## src/design/sumf_pkg.sv

```systemverilog
`timescale 1ns / 1ps
// Shared constants, types and op codes of the sector utility map filter.
package sumf_pkg;

   // ring geometry and fixed point format
   localparam int SECTORS   = 72;
   localparam int WINDOW    = 5;
   localparam int FRAC_BITS = 8;

   // port field widths
   localparam int OP_W    = 2;
   localparam int SECT_W  = 7;
   localparam int UTIL_W  = 15;
   localparam int ANGLE_W = 9;
   localparam int VALUE_W = 7;

   localparam int ADDR_W = $clog2(SECTORS);

   // moving average window
   localparam int HALF    = (WINDOW - 1) / 2;
   localparam int WIN_LEN = 2 * HALF + 1;
   localparam int DIVISOR = WINDOW | 1;
   localparam int SUM_W   = UTIL_W + $clog2(WIN_LEN);

   // truncating divide by DIVISOR as multiply by reciprocal
   localparam int    DIV_SH   = SUM_W + $clog2(DIVISOR);
   localparam int    RECIP_W  = SUM_W + 1;
   localparam int    PROD_W   = SUM_W + RECIP_W;
   localparam longint RECIP_L = ((longint'(1) << DIV_SH) + DIVISOR - 1) / DIVISOR;
   localparam logic [RECIP_W-1:0] RECIP = RECIP_W'(RECIP_L);

   // sweep stream: HALF wrap-in reads, SECTORS reads, HALF wrap-out values
   localparam int STREAM_LEN = SECTORS + 2 * HALF;
   localparam int POS_W      = $clog2(STREAM_LEN + 1);
   localparam logic [POS_W-1:0] POS_HALF     = POS_W'(HALF);
   localparam logic [POS_W-1:0] POS_2H       = POS_W'(2 * HALF);
   localparam logic [POS_W-1:0] POS_S_MINUS_H = POS_W'(SECTORS - HALF);
   localparam logic [POS_W-1:0] POS_TAIL     = POS_W'(SECTORS + HALF);
   localparam logic [POS_W-1:0] POS_LAST     = POS_W'(STREAM_LEN - 1);

   localparam int HEAD_D  = (HALF > 0) ? HALF : 1;
   localparam int HEAD_IW = (HEAD_D > 1) ? $clog2(HEAD_D) : 1;

   localparam logic [ADDR_W-1:0] LAST_SECTOR = ADDR_W'(SECTORS - 1);

   // utility levels
   localparam logic [UTIL_W-1:0] UTIL_MAX   = UTIL_W'(100 << FRAC_BITS);
   localparam logic [UTIL_W-1:0] UTIL_FILL  = UTIL_W'(10 << FRAC_BITS);
   localparam logic [UTIL_W-1:0] ROUND_HALF = UTIL_W'(1 << (FRAC_BITS - 1));
   localparam int RND_INT_W = UTIL_W + 1 - FRAC_BITS;
   localparam logic [RND_INT_W-1:0] RND_LIMIT = RND_INT_W'(100);
   localparam logic [VALUE_W-1:0]   VALUE_MAX = VALUE_W'(100);

   // escape heading to sector: (angle + 2) / 5 by reciprocal
   localparam int DEG_PER_SECTOR = 5;
   localparam int ESC_SUM_W  = ANGLE_W + 1;
   localparam int ESC_SH     = ESC_SUM_W + 3;
   localparam int ESC_RCP_W  = ESC_SH - 2;
   localparam int ESC_PROD_W = ESC_SUM_W + ESC_RCP_W;
   localparam int ESC_IDX_W  = ESC_SUM_W - 2;
   localparam logic [ESC_RCP_W-1:0] ESC_RECIP =
      ESC_RCP_W'(((1 << ESC_SH) + DEG_PER_SECTOR - 1) / DEG_PER_SECTOR);

   typedef enum logic [OP_W-1:0] {
      OP_CLEAR  = 2'd0,
      OP_RECORD = 2'd1,
      OP_FINISH = 2'd2,
      OP_READ   = 2'd3
   } op_type;

endpackage

```

## src/design/sector_utility_map_filter_unit.sv

```systemverilog
`timescale 1ns / 1ps
// Top level of the sector utility map filter: sequencer, sweep datapath and sector RAM.
//
// Usage: an op is accepted on a rising edge with start high and busy low. Each op
// gives exactly one result, shown on rsp_value / rsp_is_read for one cycle with
// rsp_valid high; the receiver takes it on that edge and cannot stall it.
// Steps from accept to the result cycle:
//   clear  : valid bits drop at once, empty sectors read as 100
//   record : RAM read, compare, write back
//   read   : RAM read, round, saturate
//   finish, escape override : one RAM write per sector
//   finish, filter          : RAM read and window update per stream value, divide and write back per sector
// The filter streams the ring through one RAM read port and one write port,
// keeping a running window sum; one shared reciprocal multiplier does the
// truncating divide for each sector. busy stays high until the result
// cycle, so ops do not overlap. After reset every sector reads 100 and no
// clearing pass runs: a valid bit per sector masks stale RAM contents.
module sector_utility_map_filter_unit (
   input  logic                            clock,
   input  logic                            reset,
   input  logic                            start,
   output logic                            busy,
   input  logic [sumf_pkg::OP_W-1:0]       req_op,
   input  logic [sumf_pkg::SECT_W-1:0]     req_sector,
   input  logic [sumf_pkg::UTIL_W-1:0]     req_utility,
   input  logic                            req_inside_flag,
   input  logic [sumf_pkg::ANGLE_W-1:0]    req_escape_angle,
   output logic                            rsp_valid,
   output logic [sumf_pkg::VALUE_W-1:0]    rsp_value,
   output logic                            rsp_is_read
);

   import sumf_pkg::*;

   typedef enum logic [7:0] {
      ST_IDLE = 8'b0000_0001,
      ST_REC  = 8'b0000_0010,
      ST_READ = 8'b0000_0100,
      ST_FRD  = 8'b0000_1000,
      ST_FACC = 8'b0001_0000,
      ST_FDIV = 8'b0010_0000,
      ST_FWR  = 8'b0100_0000,
      ST_FILL = 8'b1000_0000
   } state_type;

   state_type state_ff, state_in;

   logic [POS_W-1:0]   pos_ff, pos_in;
   logic [ADDR_W-1:0]  cnt_ff, cnt_in;
   logic [SECTORS-1:0] valid_ff, valid_in;
   logic               rsp_valid_ff, rsp_valid_in;

   logic [ADDR_W-1:0]  sec_ff, sec_in;
   logic [ADDR_W-1:0]  esc_ff, esc_in;
   logic [UTIL_W-1:0]  util_ff, util_in;
   logic               vrd_ff, vrd_in;
   logic [SUM_W-1:0]   sum_ff, sum_in;
   logic [UTIL_W-1:0]  avg_ff, avg_in;
   logic [UTIL_W-1:0]  hist_ff [WIN_LEN];
   logic [UTIL_W-1:0]  hist_in [WIN_LEN];
   logic [UTIL_W-1:0]  head_ff [HEAD_D];
   logic [UTIL_W-1:0]  head_in [HEAD_D];
   logic [VALUE_W-1:0] rsp_value_ff, rsp_value_in;
   logic               rsp_is_read_ff, rsp_is_read_in;

   logic               ram_we;
   logic [ADDR_W-1:0]  ram_waddr;
   logic [UTIL_W-1:0]  ram_wdata;
   logic [ADDR_W-1:0]  ram_raddr;
   logic [UTIL_W-1:0]  ram_rdata;

   logic               req_in_range;
   logic [ADDR_W-1:0]  req_addr;
   logic [UTIL_W-1:0]  cur_util;
   logic [UTIL_W-1:0]  stream_data;
   logic [POS_W-1:0]   stream_pos;
   logic [POS_W-1:0]   wr_pos;
   logic [POS_W-1:0]   head_wpos;
   logic [POS_W-1:0]   tail_pos;
   logic [PROD_W-1:0]  prod;
   logic [UTIL_W:0]    rnd_sum;
   logic [RND_INT_W-1:0] rnd_int;
   logic [VALUE_W-1:0] rnd_value;
   logic [UTIL_W-1:0]  centre;
   logic [ESC_SUM_W-1:0]  esc_sum;
   logic [ESC_PROD_W-1:0] esc_prod;
   logic [ESC_IDX_W-1:0]  esc_raw;
   logic [ADDR_W-1:0]     esc_idx;
   logic [ADDR_W-1:0]     esc_next;
   logic [ADDR_W-1:0]     esc_prev;

   sumf_ram #(
      .WIDTH (UTIL_W),
      .DEPTH (SECTORS)
   ) u_sector_ram (
      .clock   (clock),
      .wr_en   (ram_we),
      .wr_addr (ram_waddr),
      .wr_data (ram_wdata),
      .rd_addr (ram_raddr),
      .rd_data (ram_rdata)
   );

   assign busy        = (state_ff != ST_IDLE);
   assign rsp_valid   = rsp_valid_ff;
   assign rsp_value   = rsp_value_ff;
   assign rsp_is_read = rsp_is_read_ff;

   assign req_in_range = {1'b0, req_sector} < (SECT_W + 1)'(SECTORS);
   assign req_addr     = req_sector[ADDR_W-1:0];

   // never-written sectors read as 100
   assign cur_util = vrd_ff ? ram_rdata : UTIL_MAX;

   assign stream_pos = (pos_ff < POS_HALF) ? (pos_ff + POS_S_MINUS_H) : (pos_ff - POS_HALF);
   assign wr_pos     = pos_ff - POS_2H;
   assign head_wpos  = pos_ff - POS_HALF;
   assign tail_pos   = pos_ff - POS_TAIL;

   // the last HALF stream values are the originals of the first sectors
   assign stream_data = (pos_ff >= POS_TAIL) ? head_ff[tail_pos[HEAD_IW-1:0]] : cur_util;

   assign prod   = PROD_W'(sum_ff) * PROD_W'(RECIP);
   assign centre = hist_ff[HALF];

   assign rnd_sum   = {1'b0, cur_util} + {1'b0, ROUND_HALF};
   assign rnd_int   = rnd_sum[UTIL_W:FRAC_BITS];
   assign rnd_value = (rnd_int > RND_LIMIT) ? VALUE_MAX : rnd_int[VALUE_W-1:0];

   assign esc_sum  = ESC_SUM_W'(req_escape_angle) + ESC_SUM_W'(2);
   assign esc_prod = ESC_PROD_W'(esc_sum) * ESC_PROD_W'(ESC_RECIP);
   assign esc_raw  = esc_prod[ESC_SH +: ESC_IDX_W];
   assign esc_idx  = (esc_raw >= ESC_IDX_W'(SECTORS)) ? '0 : esc_raw[ADDR_W-1:0];
   assign esc_next = (esc_ff == LAST_SECTOR) ? '0 : esc_ff + ADDR_W'(1);
   assign esc_prev = (esc_ff == '0) ? LAST_SECTOR : esc_ff - ADDR_W'(1);

   always_comb begin
      state_in       = state_ff;
      pos_in         = pos_ff;
      cnt_in         = cnt_ff;
      valid_in       = valid_ff;
      sec_in         = sec_ff;
      esc_in         = esc_ff;
      util_in        = util_ff;
      sum_in         = sum_ff;
      avg_in         = avg_ff;
      hist_in        = hist_ff;
      head_in        = head_ff;
      rsp_valid_in   = 1'b0;
      rsp_value_in   = '0;
      rsp_is_read_in = 1'b0;
      ram_we         = 1'b0;
      ram_waddr      = '0;
      ram_wdata      = '0;
      ram_raddr      = (state_ff == ST_IDLE) ? req_addr : stream_pos[ADDR_W-1:0];
      vrd_in         = valid_ff[ram_raddr];

      unique case (state_ff)
         ST_IDLE: begin
            if (start) begin
               unique case (op_type'(req_op))
                  OP_CLEAR: begin
                     valid_in     = '0;
                     rsp_valid_in = 1'b1;
                  end
                  OP_RECORD: begin
                     sec_in  = req_addr;
                     util_in = req_utility;
                     if (req_in_range) begin
                        state_in = ST_REC;
                     end else begin
                        rsp_valid_in = 1'b1;
                     end
                  end
                  OP_FINISH: begin
                     if (req_inside_flag) begin
                        esc_in   = esc_idx;
                        cnt_in   = '0;
                        state_in = ST_FILL;
                     end else begin
                        pos_in = '0;
                        sum_in = '0;
                        for (int i = 0; i < WIN_LEN; i++) begin
                           hist_in[i] = '0;
                        end
                        state_in = ST_FRD;
                     end
                  end
                  OP_READ: begin
                     if (req_in_range) begin
                        state_in = ST_READ;
                     end else begin
                        rsp_valid_in   = 1'b1;
                        rsp_is_read_in = 1'b1;
                     end
                  end
                  default: begin
                     rsp_valid_in = 1'b1;
                  end
               endcase
            end
         end
         ST_REC: begin
            if (util_ff < cur_util) begin
               ram_we           = 1'b1;
               ram_waddr        = sec_ff;
               ram_wdata        = util_ff;
               valid_in[sec_ff] = 1'b1;
            end
            rsp_valid_in = 1'b1;
            state_in     = ST_IDLE;
         end
         ST_READ: begin
            rsp_valid_in   = 1'b1;
            rsp_is_read_in = 1'b1;
            rsp_value_in   = rnd_value;
            state_in       = ST_IDLE;
         end
         ST_FRD: begin
            state_in = ST_FACC;
         end
         ST_FACC: begin
            // slide the window: add the new value, drop the oldest
            sum_in = sum_ff + SUM_W'(stream_data) - SUM_W'(hist_ff[WIN_LEN-1]);
            hist_in[0] = stream_data;
            for (int i = 1; i < WIN_LEN; i++) begin
               hist_in[i] = hist_ff[i-1];
            end
            if (pos_ff >= POS_HALF && pos_ff < POS_2H) begin
               head_in[head_wpos[HEAD_IW-1:0]] = stream_data;
            end
            if (pos_ff >= POS_2H) begin
               state_in = ST_FDIV;
            end else begin
               pos_in   = pos_ff + POS_W'(1);
               state_in = ST_FRD;
            end
         end
         ST_FDIV: begin
            avg_in   = prod[DIV_SH +: UTIL_W];
            state_in = ST_FWR;
         end
         ST_FWR: begin
            ram_we    = 1'b1;
            ram_waddr = wr_pos[ADDR_W-1:0];
            ram_wdata = (centre < avg_ff) ? centre : avg_ff;
            valid_in[wr_pos[ADDR_W-1:0]] = 1'b1;
            if (pos_ff == POS_LAST) begin
               rsp_valid_in = 1'b1;
               state_in     = ST_IDLE;
            end else begin
               pos_in   = pos_ff + POS_W'(1);
               state_in = ST_FRD;
            end
         end
         ST_FILL: begin
            ram_we    = 1'b1;
            ram_waddr = cnt_ff;
            ram_wdata = (cnt_ff == esc_ff || cnt_ff == esc_next || cnt_ff == esc_prev)
                        ? UTIL_MAX : UTIL_FILL;
            valid_in[cnt_ff] = 1'b1;
            if (cnt_ff == LAST_SECTOR) begin
               rsp_valid_in = 1'b1;
               state_in     = ST_IDLE;
            end else begin
               cnt_in = cnt_ff + ADDR_W'(1);
            end
         end
         default: begin
            state_in = ST_IDLE;
         end
      endcase
   end

   always_ff @(posedge clock) begin
      if (reset) begin
         state_ff     <= ST_IDLE;
         pos_ff       <= '0;
         cnt_ff       <= '0;
         valid_ff     <= '0;
         rsp_valid_ff <= 1'b0;
      end else begin
         state_ff     <= state_in;
         pos_ff       <= pos_in;
         cnt_ff       <= cnt_in;
         valid_ff     <= valid_in;
         rsp_valid_ff <= rsp_valid_in;
      end
   end

   always_ff @(posedge clock) begin
      sec_ff         <= sec_in;
      esc_ff         <= esc_in;
      util_ff        <= util_in;
      vrd_ff         <= vrd_in;
      sum_ff         <= sum_in;
      avg_ff         <= avg_in;
      hist_ff        <= hist_in;
      head_ff        <= head_in;
      rsp_value_ff   <= rsp_value_in;
      rsp_is_read_ff <= rsp_is_read_in;
   end

endmodule

```

## src/design/sumf_ram.sv

```systemverilog
`timescale 1ns / 1ps
// Generic single write port, single read port RAM with registered read data.
module sumf_ram #(
   parameter int WIDTH = 16,
   parameter int DEPTH = 64
) (
   input  logic                       clock,
   input  logic                       wr_en,
   input  logic [$clog2(DEPTH)-1:0]   wr_addr,
   input  logic [WIDTH-1:0]           wr_data,
   input  logic [$clog2(DEPTH)-1:0]   rd_addr,
   output logic [WIDTH-1:0]           rd_data
);

   logic [WIDTH-1:0] mem_ff [DEPTH];

   always_ff @(posedge clock) begin
      if (wr_en) begin
         mem_ff[wr_addr] <= wr_data;
      end
      rd_data <= mem_ff[rd_addr];
   end

endmodule
```

## config.mk

```make
export PLATFORM = sky130hd
export DESIGN_NAME = sector_utility_map_filter_unit
export DESIGN_NICKNAME = d
export VERILOG_FILES = /design/src/design/sumf_pkg.sv /design/src/design/sector_utility_map_filter_unit.sv /design/src/design/sumf_ram.sv
export SDC_FILE = /design/constraint.sdc
export NUM_CORES = 2
export LEC_CHECK = 0
export BUFFER_PORTS_ARGS = -buffer_cell sky130_fd_sc_hd__buf_2
export CAP_MARGIN = 30
export CORE_MARGIN = 3
export CORE_UTILIZATION = 35
export CTS_BUF_LIST = sky130_fd_sc_hd__clkbuf_8
export DETAILED_ROUTE_END_ITERATION = 12
export PLACE_DENSITY = 0.63
export SKIP_LAST_GASP = 1
export SLEW_MARGIN = 20
export SYNTH_ARGS = -nofsm -noshare
export SYNTH_HDL_FRONTEND = slang
export SYNTH_SLANG_ARGS = --single-unit
```

## constraint.sdc

```tcl
create_clock -name clock -period 6.2 [get_ports clock]
set_clock_uncertainty 0.05 [all_clocks]
set_input_delay 0.93 -clock clock [delete_from_list [all_inputs] [get_ports clock]]
set_output_delay 0.93 -clock clock [all_outputs]
set_load 0.02 [all_outputs]
```

==> flow_summary.yaml <==
outcome:
  status: "completed"
synthesis:
  synthAdderAreaFrac_pct: 9.17
  synth-warning-count: 0
  ys_seq_area_share_pct: 62.0
  postSynth.asyncResetShare_pct: 0
  yosys_most_used_dff: "edfxtp_1"
  synth_compound_area_share_pct: 8.81
  synth.cell_area_sq_mm: 0.0642
  synth_area_per_cell_sq_um: 12.3
  synthMuxAreaShare_pct: 3.11
  synth.distinct_cells: 79
  syn-num-nets: 5631
  synth-simple-area-share_pct: 12.2
  synth_top_family_by_area: "simple AND/OR/NAND/NOR gates"
  synth_edf_count: 1247
  synth-seq-cells: 1366
  synthXorXnorAreaFrac_pct: 1.09
  synthCells: 5208
grt:
  grt_overflow_total: 0
  gr-usage-all-layers_pct: 18.5
  grt_pass1_wl_microns: 264000
  grt_start_max_net_pins: 180
  antenna_found_initial: 4
  grt_pass1_vias: 41900
final_layout:
  fillCellCount: 17000
  syn_to_final_growth_pct: 13.3
  final_area_sq_mm: 0.0728
  final_common_cell: "edfxtp_1"
  final_core_util_pct: 40.1
  final_cell_mix: "edfxtp_1, nand2_1, inv_1"
  nets: 5884
  drive_gt1_share_pct: 12.4
  final_cells: 8018
route:
  drc: 0
  drtIter0Drc: 4866
  finalWirelength_microns: 177000
  firstDrtPassIters: 6
  routed.top_layer: "met5"
  ant_nets: 0
  wl_per_cell_microns: 22.0
  route.vias.total: 43000
  wl_met1_microns: 74300
  met2RoutedLength_microns: 81500
  vias_per_cell: 5.36
  wl_met3_microns: 15200
sta:
  hold_viol: 0
  totalNegativeSetupSlack_ps: 0
  rsz0062_at_grt: "yes"
  period_share_pct: 97.0
  min_period_ps: 6020
  maxSlewHeadroom_pct: 24.5
  slew_viol_final: 0
  max_slew.worst_pin.slew_ps: 1120
  setup_violations: 0
  fmax_ghz: 0.166
clock_tree:
  cts_tree: "built"
  cts.sinks: 1366
  hold_buffers: 0
  clk_pin_slew_worst_paths_ps: 60
  cts_root_buffer: "clkbuf_8"
  clockBufferDepth: 3
  clk_latency_ps: 990
  cts_max_level: 4
  cts_buffers: 216
worst_setup_path:
  crit_buf_inv: 6
  cp_slowest_cell: "fa_1"
  cpPeakStageDelay_ps: 580
  crit_path_start_kind: "flop"
  crit_path_max_fanout: 3
  crit_required_ps: 6820
  critPathTopFamily: "adder cells"
  cp_cell_sequence: "buf_4, inv_1, ha_1, inv_1, fa_1, inv_1, fa_1, fa_1, inv_1, fa_1, fa_1, ha_1, a21o_1, or2_2, a211oi_2, buf_4, o21ai_1, o41a_1, a21o_1, a21oi_2, xnor2_1"
  worstPathArrival_ps: 6640
  end_kind: "flop"
  crit_type: "reg2reg"
  cp_common_cell: "fa_1"
die:
  die_x_microns: 434
  core_sq_mm: 0.182
  fp-row-count: 156
  initial_core_util_pct: 35.4
  io_pins: 47
  die_height_microns: 434
  die_area_sq_mm: 0.189
place:
  post_dp_cell_area_sq_mm: 0.0686
  place_inst: 7604
  gp_congestion: 0.914
  port_buffers: 46
  hpwlAfterDp_microns: 112000
worst_hold_path:
  hold_path_class: "in2reg"
run:
  maxCapViolCount: 0
power_and_ir_drop:
  cellPowerDensity_mw_per_mm2: 331
  p_leak_nw: 26.3
  max-vdd-ir-drop_uv: 470
  total_power_mw: 24.1
## area by class of cell
class | instances | area [sq um] | area share [%]
clock inverter | 169 | 890 | 1.22
multi-input combinational | 3272 | 22400 | 30.8
clock buffer | 232 | 3190 | 4.39
antenna | 4 | 10.0 | 0.0138
sequential | 1366 | 39800 | 54.7
inverter | 305 | 1140 | 1.57
timing repair buffer | 300 | 2350 | 3.22
tap | 2370 | 2970 | 4.07
## cell usage after synthesis (all sizes together) (46+ instances only)
| cell | n | area (sq um) |
|---|---|---|
| edfxtp | 1247 | 37400 |
| nand2 | 992 | 3720 |
| nor2 | 309 | 1190 |
| inv | 305 | 1140 |
| a21oi | 262 | 1320 |
| nand3 | 246 | 1230 |
| ha | 245 | 3070 |
| clkbuf | 145 | 544 |
| fa | 141 | 2820 |
| buf | 120 | 637 |
| dfxtp | 119 | 2380 |
| mux2i | 113 | 1130 |
| a31oi | 97 | 607 |
| o21ai | 94 | 470 |
| o221ai | 72 | 631 |
| a32oi | 70 | 613 |
| and2 | 70 | 438 |
| and3 | 46 | 288 |
## metrics by stage
stage	setup WS [ps]	hold WS, ps
after floorplan	-64.1	381
after global placement	-426	395
after detailed placement	-495	403
after CTS	19.7	27.0
after global routing	-83.0	68.2
final	184	133
## sequential cells by signal, indices dropped and copies added, names as in the netlist, 8 cells and up
name / cells
valid_ff: 72
hist_ff: 60
sum_ff: 18
avg_ff: 15
u_sector_ram.mem_ff: 1080
centre: 15
util_ff: 15
state_ff: 8
head_ff: 30
u_sector_ram.rd_data: 15
## power by group
| group | switching (mW) | leakage, nW | internal (mW) |
|---|---|---|---|
| clock network | 3.70 | 2.36 | 3.54 |
| logic | 4.25 | 12.9 | 2.35 |
| registers | 0.108 | 11.0 | 10.1 |
| total | 8.05 | 26.3 | 16.0 |
## routing by layer
layer  vias to the layer above  GRT usage, %
met2                      1932          29.1
met3                       325          3.57
met5                         -             0
met4                         2          6.65
met1                     21200          25.5
li1                      19500             -
## cell families after synthesis
group / count (synthesis)
xor+xnor: 80
simple gates: 1804
buf+inv: 570
fa+ha+maj: 386
flops: 1366
compound gates: 843
mux: 159
## path summary, 6_finish.rpt
path / startpoint / to / slack (ps) / cells past startpoint
max: sum_ff[16] / avg_ff[14] / 180 / 21
min: req_utility[4] / util_ff[4] / 130 / 1
max reg2reg: sum_ff[16] / avg_ff[14] / 180 / 21
min reg2reg: valid_ff[15] / valid_ff[15] / 410 / 2
## what timing repair did
action                     4_1_cts  5_1_grt
buffers inserted                 0        4
resized for setup                0       10
setup endpoints to repair        0        6
## worst reg2reg max path, stage by stage (launching register included)
cell and delay (ps):
edfxtp_1 380, buf_4 140, inv_1 50, ha_1 270
inv_1 60, fa_1 580, inv_1 70, fa_1 490
fa_1 520, inv_1 50, fa_1 510, fa_1 500
ha_1 330, a21o_1 180, or2_2 280, a211oi_2 200
buf_4 160, o21ai_1 100, o41a_1 400, a21o_1 220
a21oi_2 150, xnor2_1 70
Power figures use the tool's default switching activity.
